===== src/sv/bvam_pkg.sv =====
package bvam_pkg;

  localparam int MAX_PATTERN_DEF = 64;
  localparam int OP_W = 2;
  localparam int SYM_W = 8;
  localparam int DIST_W = 7;
  localparam int POS_W = 32;
  localparam int QUEUE_DEPTH = 2;

  localparam logic [DIST_W-1:0] MAXD_RESET = 7'd2;
  localparam logic [DIST_W-1:0] DIST_SAT = 7'd127;

  localparam logic [OP_W-1:0] OP_BEGIN = 2'd0;
  localparam logic [OP_W-1:0] OP_PATTERN = 2'd1;
  localparam logic [OP_W-1:0] OP_TEXT = 2'd2;

  typedef enum logic {
    CMD_RESTART = 1'b0,
    CMD_TEXT = 1'b1
  } cmd_t;

endpackage


===== src/sv/bvam_req_if.sv =====
interface bvam_req_if;
  logic valid;
  logic ready;
  logic [bvam_pkg::OP_W-1:0] operation;
  logic [bvam_pkg::SYM_W-1:0] symbol;

  modport source (output valid, output operation, output symbol, input ready);
  modport sink (input valid, input operation, input symbol, output ready);
endinterface


===== src/sv/bvam_res_if.sv =====
interface bvam_res_if;
  logic valid;
  logic ready;
  logic [bvam_pkg::DIST_W-1:0] distance;
  logic match;
  logic [bvam_pkg::POS_W-1:0] text_position;

  modport source (output valid, output distance, output match, output text_position,
                  input ready);
  modport sink (input valid, input distance, input match, input text_position,
                output ready);
endinterface


===== src/sv/bvam_front.sv =====
module bvam_front #(
  parameter int MAX_PATTERN = bvam_pkg::MAX_PATTERN_DEF,
  parameter int LW = $clog2(MAX_PATTERN + 1)
) (
  input  logic                   clk,
  input  logic                   rst_n,
  bvam_req_if.sink               in_req,
  input  logic                   push_ready,
  output logic                   push_valid,
  output bvam_pkg::cmd_t         push_cmd,
  output logic [MAX_PATTERN-1:0] push_eq,
  output logic [LW-1:0]          push_len
);
  import bvam_pkg::*;

  localparam int W = MAX_PATTERN;
  localparam int IW = (W > 1) ? $clog2(W) : 1;

  logic [SYM_W-1:0] pat_r [W];
  logic [LW-1:0] len_r, len_nxt;
  logic accept;
  logic room;
  logic [W-1:0] eq;

  assign in_req.ready = push_ready;
  assign accept = in_req.valid && push_ready;
  assign room = (len_r < LW'(W));

  always_comb begin
    for (int i = 0; i < W; i++) begin
      eq[i] = (pat_r[i] == in_req.symbol) && (LW'(i) < len_r);
    end
  end

  always_comb begin
    len_nxt = len_r;
    push_valid = 1'b0;
    push_cmd = CMD_RESTART;
    unique case (in_req.operation)
      OP_BEGIN: begin
        len_nxt = '0;
        push_valid = accept;
      end
      OP_PATTERN: begin
        if (room) begin
          len_nxt = len_r + LW'(1);
        end
        push_valid = accept;
      end
      OP_TEXT: begin
        push_valid = accept;
        push_cmd = CMD_TEXT;
      end
      default: begin
        push_valid = 1'b0;
      end
    endcase
  end

  assign push_eq = eq;
  assign push_len = len_nxt;

  always_ff @(posedge clk) begin
    if (!rst_n) begin
      len_r <= '0;
    end else if (accept) begin
      len_r <= len_nxt;
    end
  end

  always_ff @(posedge clk) begin
    if (accept && (in_req.operation == OP_PATTERN) && room) begin
      pat_r[len_r[IW-1:0]] <= in_req.symbol;
    end
  end

`ifndef ASSERT_OFF
  a_len_bound: assert property (@(posedge clk) disable iff (!rst_n)
    len_r <= LW'(W))
    else $error("pattern length beyond capacity");
  a_begin_clears: assert property (@(posedge clk) disable iff (!rst_n)
    (accept && in_req.operation == OP_BEGIN) |=> (len_r == '0))
    else $error("begin did not clear pattern length");
  a_text_keeps_len: assert property (@(posedge clk) disable iff (!rst_n)
    (accept && in_req.operation == OP_TEXT) |=> $stable(len_r))
    else $error("text request changed pattern length");
`endif
endmodule


===== src/sv/bvam_fifo.sv =====
module bvam_fifo #(
  parameter int DATA_W = 8,
  parameter int DEPTH = bvam_pkg::QUEUE_DEPTH
) (
  input  logic              clk,
  input  logic              rst_n,
  input  logic              push,
  input  logic [DATA_W-1:0] push_data,
  output logic              push_ready,
  input  logic              pop,
  output logic              pop_valid,
  output logic [DATA_W-1:0] pop_data
);
  localparam int PW = (DEPTH > 1) ? $clog2(DEPTH) : 1;
  localparam int CW = $clog2(DEPTH + 1);

  logic [DATA_W-1:0] mem_r [DEPTH];
  logic [PW-1:0] wr_ptr_r, rd_ptr_r;
  logic [CW-1:0] count_r;
  logic do_push, do_pop;

  assign push_ready = (count_r != CW'(DEPTH));
  assign pop_valid = (count_r != '0);
  assign pop_data = mem_r[rd_ptr_r];
  assign do_push = push && push_ready;
  assign do_pop = pop && pop_valid;

  function automatic logic [PW-1:0] ptr_inc(input logic [PW-1:0] p);
    ptr_inc = (p == PW'(DEPTH - 1)) ? '0 : p + PW'(1);
  endfunction

  always_ff @(posedge clk) begin
    if (!rst_n) begin
      wr_ptr_r <= '0;
      rd_ptr_r <= '0;
      count_r <= '0;
    end else begin
      if (do_push) begin
        wr_ptr_r <= ptr_inc(wr_ptr_r);
      end
      if (do_pop) begin
        rd_ptr_r <= ptr_inc(rd_ptr_r);
      end
      if (do_push && !do_pop) begin
        count_r <= count_r + CW'(1);
      end else if (do_pop && !do_push) begin
        count_r <= count_r - CW'(1);
      end
    end
  end

  always_ff @(posedge clk) begin
    if (do_push) begin
      mem_r[wr_ptr_r] <= push_data;
    end
  end

`ifndef ASSERT_OFF
  a_count_bound: assert property (@(posedge clk) disable iff (!rst_n)
    count_r <= CW'(DEPTH))
    else $error("queue count beyond depth");
  a_pop_nonempty: assert property (@(posedge clk) disable iff (!rst_n)
    (do_push && !do_pop) |=> (count_r != '0))
    else $error("queue empty after push");
  a_ptr_sync: assert property (@(posedge clk) disable iff (!rst_n)
    (count_r == '0) |-> (wr_ptr_r == rd_ptr_r))
    else $error("empty queue with unequal pointers");
`endif
endmodule


===== src/sv/bvam_back.sv =====
module bvam_back #(
  parameter int MAX_PATTERN = bvam_pkg::MAX_PATTERN_DEF,
  parameter int LW = $clog2(MAX_PATTERN + 1)
) (
  input  logic                          clk,
  input  logic                          rst_n,
  input  logic                          cfg_we,
  input  logic [bvam_pkg::DIST_W-1:0]   cfg_wdata,
  input  logic                          pop_valid,
  input  bvam_pkg::cmd_t                pop_cmd,
  input  logic [MAX_PATTERN-1:0]        pop_eq,
  input  logic [LW-1:0]                 pop_len,
  output logic                          pop,
  bvam_res_if.source                    out_res
);
  import bvam_pkg::*;

  localparam int W = MAX_PATTERN;
  localparam int IW = (W > 1) ? $clog2(W) : 1;

  logic [W-1:0] pv_r, mv_r, pv_nxt, mv_nxt;
  logic [DIST_W-1:0] dist_r, dist_nxt, maxd_r;
  logic [POS_W-1:0] pos_r;
  logic out_valid_r, out_match_r;
  logic [DIST_W-1:0] out_dist_r;
  logic [POS_W-1:0] out_pos_r;
  logic [W-1:0] xv, xh, ph, mh, ph_s, mh_s;
  logic [IW-1:0] top;
  logic pop_text, pop_restart;

  assign pop = pop_valid && ((pop_cmd == CMD_RESTART) || !out_valid_r || out_res.ready);
  assign pop_text = pop && (pop_cmd == CMD_TEXT);
  assign pop_restart = pop && (pop_cmd == CMD_RESTART);

  always_comb begin
    xv = pop_eq | mv_r;
    xh = (((pop_eq & pv_r) + pv_r) ^ pv_r) | pop_eq;
    ph = mv_r | ~(xh | pv_r);
    mh = pv_r & xh;
    top = IW'(pop_len - LW'(1));
    ph_s = ph << 1;
    mh_s = mh << 1;
    pv_nxt = pv_r;
    mv_nxt = mv_r;
    dist_nxt = '0;
    if (pop_len != '0) begin
      pv_nxt = mh_s | ~(xv | ph_s);
      mv_nxt = ph_s & xv;
      dist_nxt = dist_r;
      if (ph[top]) begin
        if (dist_r < DIST_SAT) begin
          dist_nxt = dist_r + DIST_W'(1);
        end
      end else if (mh[top]) begin
        if (dist_r != '0) begin
          dist_nxt = dist_r - DIST_W'(1);
        end
      end
    end
  end

  always_ff @(posedge clk) begin
    if (!rst_n) begin
      pv_r <= '1;
      mv_r <= '0;
      dist_r <= '0;
      pos_r <= '0;
      maxd_r <= MAXD_RESET;
      out_valid_r <= 1'b0;
    end else begin
      if (cfg_we) begin
        maxd_r <= cfg_wdata;
      end
      if (pop_restart) begin
        pv_r <= '1;
        mv_r <= '0;
        dist_r <= DIST_W'(pop_len);
        pos_r <= '0;
      end else if (pop_text) begin
        pv_r <= pv_nxt;
        mv_r <= mv_nxt;
        dist_r <= dist_nxt;
        pos_r <= pos_r + POS_W'(1);
      end
      if (pop_text) begin
        out_valid_r <= 1'b1;
      end else if (out_res.ready) begin
        out_valid_r <= 1'b0;
      end
    end
  end

  always_ff @(posedge clk) begin
    if (pop_text) begin
      out_dist_r <= dist_nxt;
      out_match_r <= (dist_nxt <= maxd_r);
      out_pos_r <= pos_r;
    end
  end

  assign out_res.valid = out_valid_r;
  assign out_res.distance = out_dist_r;
  assign out_res.match = out_match_r;
  assign out_res.text_position = out_pos_r;

`ifndef ASSERT_OFF
  a_restart_pos: assert property (@(posedge clk) disable iff (!rst_n)
    pop_restart |=> (pos_r == '0) && (dist_r == DIST_W'($past(pop_len))))
    else $error("restart did not reset search state");
  a_empty_dist: assert property (@(posedge clk) disable iff (!rst_n)
    (pop_text && pop_len == '0) |=> (out_dist_r == '0) && out_valid_r)
    else $error("empty pattern gave nonzero distance");
  a_text_pos_step: assert property (@(posedge clk) disable iff (!rst_n)
    pop_text |=> (out_pos_r == $past(pos_r)) && (pos_r == $past(pos_r) + POS_W'(1)))
    else $error("text position did not advance");
  a_no_overwrite: assert property (@(posedge clk) disable iff (!rst_n)
    (out_valid_r && !out_res.ready) |-> !pop_text)
    else $error("pending result overwritten");
`endif
endmodule


===== src/sv/bit_vector_approximate_matcher_core.sv =====
// bit-parallel approximate matcher, pattern up to MAX_PATTERN bytes
// in_req: requests of operation and symbol, taken when valid and ready are high
//   begin clears the pattern, pattern symbol appends one byte unless full and
//   restarts the search, text symbol produces one result, unused code is dropped
// out_res: distance, match and text_position, one per text request
// cfg_we / cfg_wdata: write of the match threshold, reset value 2
// a text request is queued, then its result is registered in the back end
// throughput: one request per cycle while results are taken, set by the vector update
//   (one MAX_PATTERN-bit add) in the back end
// the front end compares a text byte with every stored pattern byte in the
//   cycle it is taken and queues the match mask in a two-entry queue
// reset (rst_n low, synchronous): empty pattern, vectors to start values,
//   position 0, threshold 2, no result pending
// receiver stall: the result register holds; restarts still drain the queue,
//   and the queue fills and drops in_req.ready after two more requests
module bit_vector_approximate_matcher_core #(
  parameter int MAX_PATTERN = bvam_pkg::MAX_PATTERN_DEF
) (
  input  logic                        clk,
  input  logic                        rst_n,
  bvam_req_if.sink                    in_req,
  bvam_res_if.source                  out_res,
  input  logic                        cfg_we,
  input  logic [bvam_pkg::DIST_W-1:0] cfg_wdata
);
  import bvam_pkg::*;

  localparam int W = MAX_PATTERN;
  localparam int LW = $clog2(W + 1);
  localparam int QW = 1 + W + LW;

  logic push_valid, push_ready, pop, pop_valid;
  cmd_t push_cmd, pop_cmd;
  logic [W-1:0] push_eq, pop_eq;
  logic [LW-1:0] push_len, pop_len;
  logic [QW-1:0] pop_data;

  bvam_front #(.MAX_PATTERN(W), .LW(LW)) u_front (
    .clk(clk),
    .rst_n(rst_n),
    .in_req(in_req),
    .push_ready(push_ready),
    .push_valid(push_valid),
    .push_cmd(push_cmd),
    .push_eq(push_eq),
    .push_len(push_len)
  );

  bvam_fifo #(.DATA_W(QW), .DEPTH(QUEUE_DEPTH)) u_fifo (
    .clk(clk),
    .rst_n(rst_n),
    .push(push_valid),
    .push_data({push_cmd, push_eq, push_len}),
    .push_ready(push_ready),
    .pop(pop),
    .pop_valid(pop_valid),
    .pop_data(pop_data)
  );

  assign pop_cmd = cmd_t'(pop_data[QW-1]);
  assign pop_eq = pop_data[QW-2:LW];
  assign pop_len = pop_data[LW-1:0];

  bvam_back #(.MAX_PATTERN(W), .LW(LW)) u_back (
    .clk(clk),
    .rst_n(rst_n),
    .cfg_we(cfg_we),
    .cfg_wdata(cfg_wdata),
    .pop_valid(pop_valid),
    .pop_cmd(pop_cmd),
    .pop_eq(pop_eq),
    .pop_len(pop_len),
    .pop(pop),
    .out_res(out_res)
  );
endmodule

===== src/flat_wrapper.sv =====
// flat-port wrapper written by rule: the top's interface ports become plain ports
module bit_vector_approximate_matcher_core_flat import bvam_pkg::*;
#(
  parameter int MAX_PATTERN = bvam_pkg::MAX_PATTERN_DEF
)
  (clk, rst_n, cfg_we, cfg_wdata, in_req_valid, in_req_operation, in_req_symbol, in_req_ready, out_res_valid, out_res_distance, out_res_match, out_res_text_position, out_res_ready);
  bvam_req_if in_req_i ();
  bvam_res_if out_res_i ();
  input  logic clk;
  input  logic rst_n;
  input  logic cfg_we;
  input  logic [bvam_pkg::DIST_W-1:0] cfg_wdata;
  input wire logic [$bits(in_req_i.valid)-1:0] in_req_valid;
  input wire logic [$bits(in_req_i.operation)-1:0] in_req_operation;
  input wire logic [$bits(in_req_i.symbol)-1:0] in_req_symbol;
  output wire logic [$bits(in_req_i.ready)-1:0] in_req_ready;
  output wire logic [$bits(out_res_i.valid)-1:0] out_res_valid;
  output wire logic [$bits(out_res_i.distance)-1:0] out_res_distance;
  output wire logic [$bits(out_res_i.match)-1:0] out_res_match;
  output wire logic [$bits(out_res_i.text_position)-1:0] out_res_text_position;
  input wire logic [$bits(out_res_i.ready)-1:0] out_res_ready;
  assign in_req_i.valid = in_req_valid;
  assign in_req_i.operation = in_req_operation;
  assign in_req_i.symbol = in_req_symbol;
  assign in_req_ready = in_req_i.ready;
  assign out_res_valid = out_res_i.valid;
  assign out_res_distance = out_res_i.distance;
  assign out_res_match = out_res_i.match;
  assign out_res_text_position = out_res_i.text_position;
  assign out_res_i.ready = out_res_ready;
  bit_vector_approximate_matcher_core #(.MAX_PATTERN(MAX_PATTERN)) u_core (.clk(clk), .rst_n(rst_n), .in_req(in_req_i), .out_res(out_res_i), .cfg_we(cfg_we), .cfg_wdata(cfg_wdata));
endmodule

===== config.mk =====
export PLATFORM = sky130hd
export DESIGN_NAME = bit_vector_approximate_matcher_core_flat
export DESIGN_NICKNAME = d
export VERILOG_FILES = /design/src/sv/bvam_pkg.sv /design/src/sv/bvam_req_if.sv /design/src/sv/bvam_res_if.sv /design/src/sv/bvam_front.sv /design/src/sv/bvam_fifo.sv /design/src/sv/bvam_back.sv /design/src/sv/bit_vector_approximate_matcher_core.sv /design/src/flat_wrapper.sv
export SDC_FILE = /design/constraint.sdc
export NUM_CORES = 2
export LEC_CHECK = 0
export ABC_AREA = 1
export BUFFER_PORTS_ARGS = -buffer_cell sky130_fd_sc_hd__buf_4
export CAP_MARGIN = 10
export CORE_UTILIZATION = 58
export DETAILED_ROUTE_END_ITERATION = 8
export GPL_ROUTABILITY_DRIVEN = 1
export GPL_TIMING_DRIVEN = 0
export PLACE_DENSITY = 0.78
export SYNTH_ARGS = -nofsm -noshare
export SYNTH_HDL_FRONTEND = slang
export SYNTH_HIERARCHICAL = 1
export SYNTH_SLANG_ARGS = --single-unit

===== constraint.sdc =====
create_clock -name clk -period 4.5 [get_ports clk]
set_clock_uncertainty 0.05 [all_clocks]
set_input_delay 0.9 -clock clk [delete_from_list [all_inputs] [get_ports clk]]
set_output_delay 0.9 -clock clk [all_outputs]
set_load 0.005 [all_outputs]

# After elaboration in Yosys (flattened, before gate mapping)
# Memories as Yosys holds them, arrays and structs flattened. A register that Yosys moved wholly into a read port is not among the register bits.
# Cells that the tools add are included.
[totals] regBits=226 ramBits=656 input_bits=22 out_inout_bits=42 elab_cells=290 n_memories=2
[mem_list] memory="u_core.u_front.pat_r" depth=64 width=8 rd=64 rd_ports_with_merged_regs=0 write_ports=1 line_no="bvam_front.sv:19" rtl="logic [SYM_W-1:0] pat_r [W];"
[mem_list] memory="u_core.u_fifo.mem_r" depth=2 width=72 rd=1 rd_ports_with_merged_regs=1 write_ports=1 line_no="bvam_fifo.sv:17" rtl="logic [DATA_W-1:0] mem_r [DEPTH];"
[op_classes] n_addsub=10 n_lt_le_gt_ge=68 eq_ne=67 muxes=27 n_bitwise=14 reduce_logical=89
[ops] operator="$eq A8 B8 Y1" count=64
[ops] operator="$or A64 B64 Y64" count=6
[ops] operator="$lt A6 B7 Y1 const A" count=32
[ops] operator="$and A64 B64 Y64" count=3
[ops] operator="$not A64 Y64" count=2
[ops] operator="$lt A5 B7 Y1 const A" count=16
[ops] operator="$logic_and A1 B1 Y1" count=74
[ops] operator="$add A64 B64 Y64" count=1
[ops] operator="$xor A64 B64 Y64" count=1
[ops] operator="$lt A4 B7 Y1 const A" count=8
[ops] operator="$mux W7" count=8
[ops] operator="$add A32 B1 Y32 const B" count=1
[ops] operator="$lt A3 B7 Y1 const A" count=4
[ops] operator="$add A7 B1 Y7 const B" count=2
[ops] operator="$lt A1 B7 Y1 const A" count=2
[ops] operator="$lt A2 B7 Y1 const A" count=2
[ops] operator="$lt A7 B7 Y1 const B" count=2
[ops] operator="$mux W1" count=14
[ops] operator="$pmux W7 S2" count=1
[ops] operator="$reduce_bool A7 Y1" count=2
[ops] operator="$bmux W1 S6" count=2
[ops] operator="$reduce_bool A2 Y1" count=4
[ops] operator="$le A7 B7 Y1" count=1
[ops] operator="$lt A6 B7 Y1 const B" count=1
[ops] operator="other kinds (16)" count=22

# Logic depth before layout (Yosys ltp)
[logic_depth] depth_word=13 ltp_mapped=35 depth_no_buf=33

# Modules after synthesis
# The synthesis kept the hierarchy.
[modules_own_cells] module="bvam_front" n_inst=1 cells_per_inst=1859 area_per_inst_um2=23214.8 seq_area_each_um2=15514.9
[modules_own_cells] module="bvam_back" n_inst=1 cells_per_inst=2765 area_per_inst_um2=16158.0 seq_area_each_um2=4684.5
[modules_own_cells] module="bvam_fifo" n_inst=1 cells_per_inst=261 area_per_inst_um2=5789.3 seq_area_each_um2=4424.2

# Worst setup path before layout
# OpenSTA, ideal clock, no wires.
[synth_timing] path_kind="in2reg" from="in in_req_valid" to="mem u_core/u_fifo/mem_r[0][0] in the netlist's numbering, enable pin" setup_ps=502 arrival_time_ps=4233 t_required_ps=3948 path_slack_ps=-285 stages=4 path_buffers=0 cell_sequence="nand2_1 -> a21oi_1 -> nand2_1 -> nor2_1"
[synth_between] elab_chain_len=5
[synth_rtl] element="start: declaration" line_no="flat_wrapper.sv:13" rtl="input wire logic [$bits(in_req_i.valid)-1:0] in_req_valid;"
[synth_rtl] element="$logic_and A1 B1 Y1" line_no="bvam_front.sv:26" rtl="assign accept = in_req.valid && push_ready;"
[synth_rtl] element="$mux W1" line_no="bvam_front.sv:39" rtl="unique case (in_req.operation)"
[synth_rtl] element="named net u_core.push_valid" line_no="bit_vector_approximate_matcher_core.sv:32" rtl="logic push_valid, push_ready, pop, pop_valid;"
[synth_rtl] element="$logic_and A1 B1 Y1" line_no="bvam_fifo.sv:25" rtl="assign do_push = push && push_ready;"
[synth_rtl] element="$mux W1" line_no="bvam_fifo.sv:53" rtl="if (do_push) begin"
[synth_rtl] element="$mux W1 (implied by the code)" line_no="bvam_fifo.sv:54" rtl="mem_r[wr_ptr_r] <= push_data;"
[synth_rtl] element="end: declaration" line_no="bvam_fifo.sv:17"
# The timed path passes the listed nets, and every way through them passes these cells.

==> impl_metrics.json <==
{
  "outcome": "completed",
  "critPathSlowestCell": "dfxtp_4",
  "synth.top_cells.by_count": "1,062 x nand2_1, 696 x edfxtp_1, 535 x nor2_1",
  "rr_worst_depth": 28,
  "ys.flop_type": "edfxtp_1",
  "drive_gt1_share_pct": 17.5,
  "synth_most_common_cell": "nand2_1",
  "cp.required_ns": 4.87,
  "critPathMaxFanout": 10,
  "critPathArrivalTime_ns": 4.86,
  "cts_buffer_depth": 3,
  "die_area_mm2": 0.0790,
  "maxCapViolCount": 0,
  "worstMarginPinSlew_ns": 1.44,
  "setup_viol": 0,
  "hold_viol": 0,
  "slew_viol_final": 0,
  "path_class": "flop to flop",
  "nets": 5125,
  "antenna_cells": 0,
  "viasPerCell": 6.05,
  "p_sw_mw": 15.0,
  "cp-start-kind": "flop",
  "multi_input_area_mm2": 0.0195,
  "synth.area.top_cells": "edfxtp_1 46%, nand2_1 8.8%, dfxtp_1 8.2%",
  "register_area_mm2": 0.0246,
  "power.density_mw_per_mm2": 657,
  "min_period_ns": 4.49,
  "seq_area_frac_synth_pct": 54.5,
  "cts_sinks": 882,
  "cts_buffers": 91,
  "endpoint_kind": "flop",
  "start_util_pct": 59.1,
  "gp_congestion": 1.05,
  "ant_nets": 0,
  "hold_end": "u_core/u_back/out_res.text_position[15]",
  "grt_usage_pct": 38.9,
  "mappedNetlistArea_mm2": 0.0452,
  "synth_nets": 4922,
  "tritoncts": "done",
  "hp-class": "flop to flop",
  "timing.rr.end": "u_core/u_back/out_res.match",
  "p_seq_share_pct": 29.6,
  "synth_top_area_cell": "edfxtp_1",
  "vias": 37500,
  "finalPower_mw": 34.5,
  "die_h_um": 281,
  "hold_buffers": 0,
  "grt_overflow": 0,
  "hpwl_mm": 108,
  "wl_per_cell_um": 25.2,
  "r2r_setup_slack_ns": 0.007,
  "avgSynthCellArea_um2": 9.25,
  "root_buffer": "clkbuf_16",
  "synth_edf_count": 696,
  "port-buffer-count": 63,
  "wirelength_mm": 156,
  "postLayoutCoreUtil_pct": 68.7,
  "intPower_mw": 19.5,
  "p_clk_share_pct": 23.1,
  "grt_pass1_vias": 35100,
  "stdcell_area_mm2": 0.0525,
  "finalCritPeriodShare_pct": 99.8,
  "cts.reportedPaths.clkPinSlew_ns": 0.06,
  "crit_path_frequent_cell": "nand2_4",
  "grt_start_max_net_pins": 67,
  "design.core.area_mm2": 0.0765,
  "htree_levels": 3,
  "leakagePower_nw": 20.7,
  "synth.top_cell.area_share_pct": 46.3,
  "place_area_mm2": 0.0471,
  "dr.first_iter.drc_count": 4462,
  "die_width_um": 281,
  "p_sw_share_pct": 43.6,
  "grt_pass1_wl_mm": 222,
  "vdd_drop_max_uv": 498,
  "drtPass1Iterations": 7,
  "whs_path_depth": 0,
  "combPwrFrac_pct": 47.3,
  "synth-async-reset-ratio_pct": 0,
  "fmax_mhz": 223,
  "ios": 64,
  "fillers": 5902,
  "syn2layout_area_growth_pct": 16.2,
  "clk_latency_ns": 0.71,
  "postSynthCellCount": 4885,
  "slowest_delay_ns": 0.38,
  "worstHoldStart": "u_core/u_back/pos_r[15]",
  "ys_types": 64,
  "yosys_register_bits": 882,
  "maxSlewHeadroom_pct": 3.12,
  "antenna_found_initial": 2,
  "route.detailed.drc": 0,
  "placement_rows": 101,
  "ys.warnings.count": 6
}
## placed cells by master, fill, tap and decap left out, types with 62 or more instances in the layout
master     synthesis  routed
mux2_4            70      71
clkbuf_16          0      94
a21oi_1          250     220
nand2_1         1062     932
inv_2             29      64
clkbuf_1          59      62
xnor2_1          263     262
xor2_1           138     137
buf_4             10     114
nand4_1           90      90
o21ai_0          296     279
inv_1            490     449
nand2_2           15     110
edfxtp_1         696     696
dfxtp_1          186     185
nand3_1          326     285
nor2_1           535     442
buf_2             67      62
## power by group through the flow
stage / registers (mW) / clock network (mW) / logic, mW
after detailed placement: 10.3 / 0 / 13.0
after CTS: 10.2 / 8.02 / 13.5
after global placement: 10.3 / 0 / 12.9
final: 10.2 / 7.98 / 16.3
after floorplan: 10.2 / 0 / 8.42
after global routing: 10.3 / 8.32 / 17.2
## critical path, delay by kind of cell (launching register included)
family                   cells  cell delay (ns)
multiplexers                 1             0.34
adder cells (fa/ha/maj)      1             0.32
flip-flops                   1             0.38
AND/OR/NAND/NOR             18             2.22
buffers and inverters        5             0.61
AO/OA/AOI/OAI                3             0.30
## logic make-up after synthesis
logic type / after synthesis / synth area share [%]
AO/OA/AOI/OAI: 683 / 8.32
multiplexers: 72 / 2.38
XOR/XNOR: 402 / 7.81
flip-flops: 882 / 54.5
adder cells (fa/ha/maj): 15 / 0.416
AND/OR/NAND/NOR: 2152 / 20.3
buffers and inverters: 679 / 6.26
## how the worst max path moves through the flow
stage                                        endpoint  depth (start not counted)  slack (ns)
after detailed placement  u_core/u_back/out_res.match                         26       -1.97
after global placement     u_core/u_fifo/mem_r[1][48]                          5       -1.95
final                     u_core/u_back/out_res.match                         28       0.007
after global routing      u_core/u_back/out_res.match                         33       -0.09
after floorplan             u_core/u_fifo/mem_r[0][0]                          4       -0.29
after CTS                 u_core/u_back/out_res.match                         26       -0.24
## state kept, by name, summed over array words and instances (netlist names), named ones only
register and flops:
u_core/u_back/out_res.valid 1, u_core/u_back/out_res.text_position 32, u_core/u_fifo/wr_ptr_r 1, u_core/u_back/pos_r 32, u_core/u_back/dist_r 7, u_core/u_fifo/count_r 2, u_core/u_fifo/rd_ptr_r 1, u_core/u_back/mv_r 63
u_core/u_front/pat_r 512, u_core/u_back/pv_r 64, u_core/u_back/maxd_r 7, u_core/u_front/len_r 7, u_core/u_fifo/mem_r 144, u_core/u_back/out_res.distance 7, u_core/u_back/out_res.match 1
## stage by stage
| step | setup WS (ns) | std cells | hold slack [ns] | setup TNS [ns] |
|---|---|---|---|---|
| after global routing | -0.0866 | 6196 | 0.396 | -0.0866 |
| after global placement | -1.95 | 5978 | 0.371 | -355.15 |
| after floorplan | -0.285 | 4885 | 0.358 | -41.05 |
| final | 0.00675 | 6196 | 0.393 | 0 |
| after detailed placement | -1.97 | 5983 | 0.377 | -76.30 |
| after CTS | -0.240 | 6157 | 0.382 | -0.240 |
## metal layers
layer	routed length, um	GRT usage (%)
met5	33	0
met4	13200	26.7
met3	17400	8.53
met2	70900	62.7
met1	54800	46.7
## repair_timing
action	in CTS	in global routing
gates cloned	1	2
pin swaps	11	99
setup buffers	3	39
endpoints found under the setup margin	140	45
gates resized for setup	81	468
## layout make-up
| class | instances | share of cell area (%) |
|---|---|---|
| multi-input combinational | 3324 | 37.1 |
| sequential | 882 | 46.9 |
| inverter | 524 | 3.79 |
| buffer | 152 | 1.76 |
| clock buffer | 110 | 4.59 |
| timing repair buffer | 113 | 1.91 |
| tap | 1030 | 2.46 |
| clock inverter | 61 | 1.52 |
No activity file was read; power rests on OpenSTA's default activity.
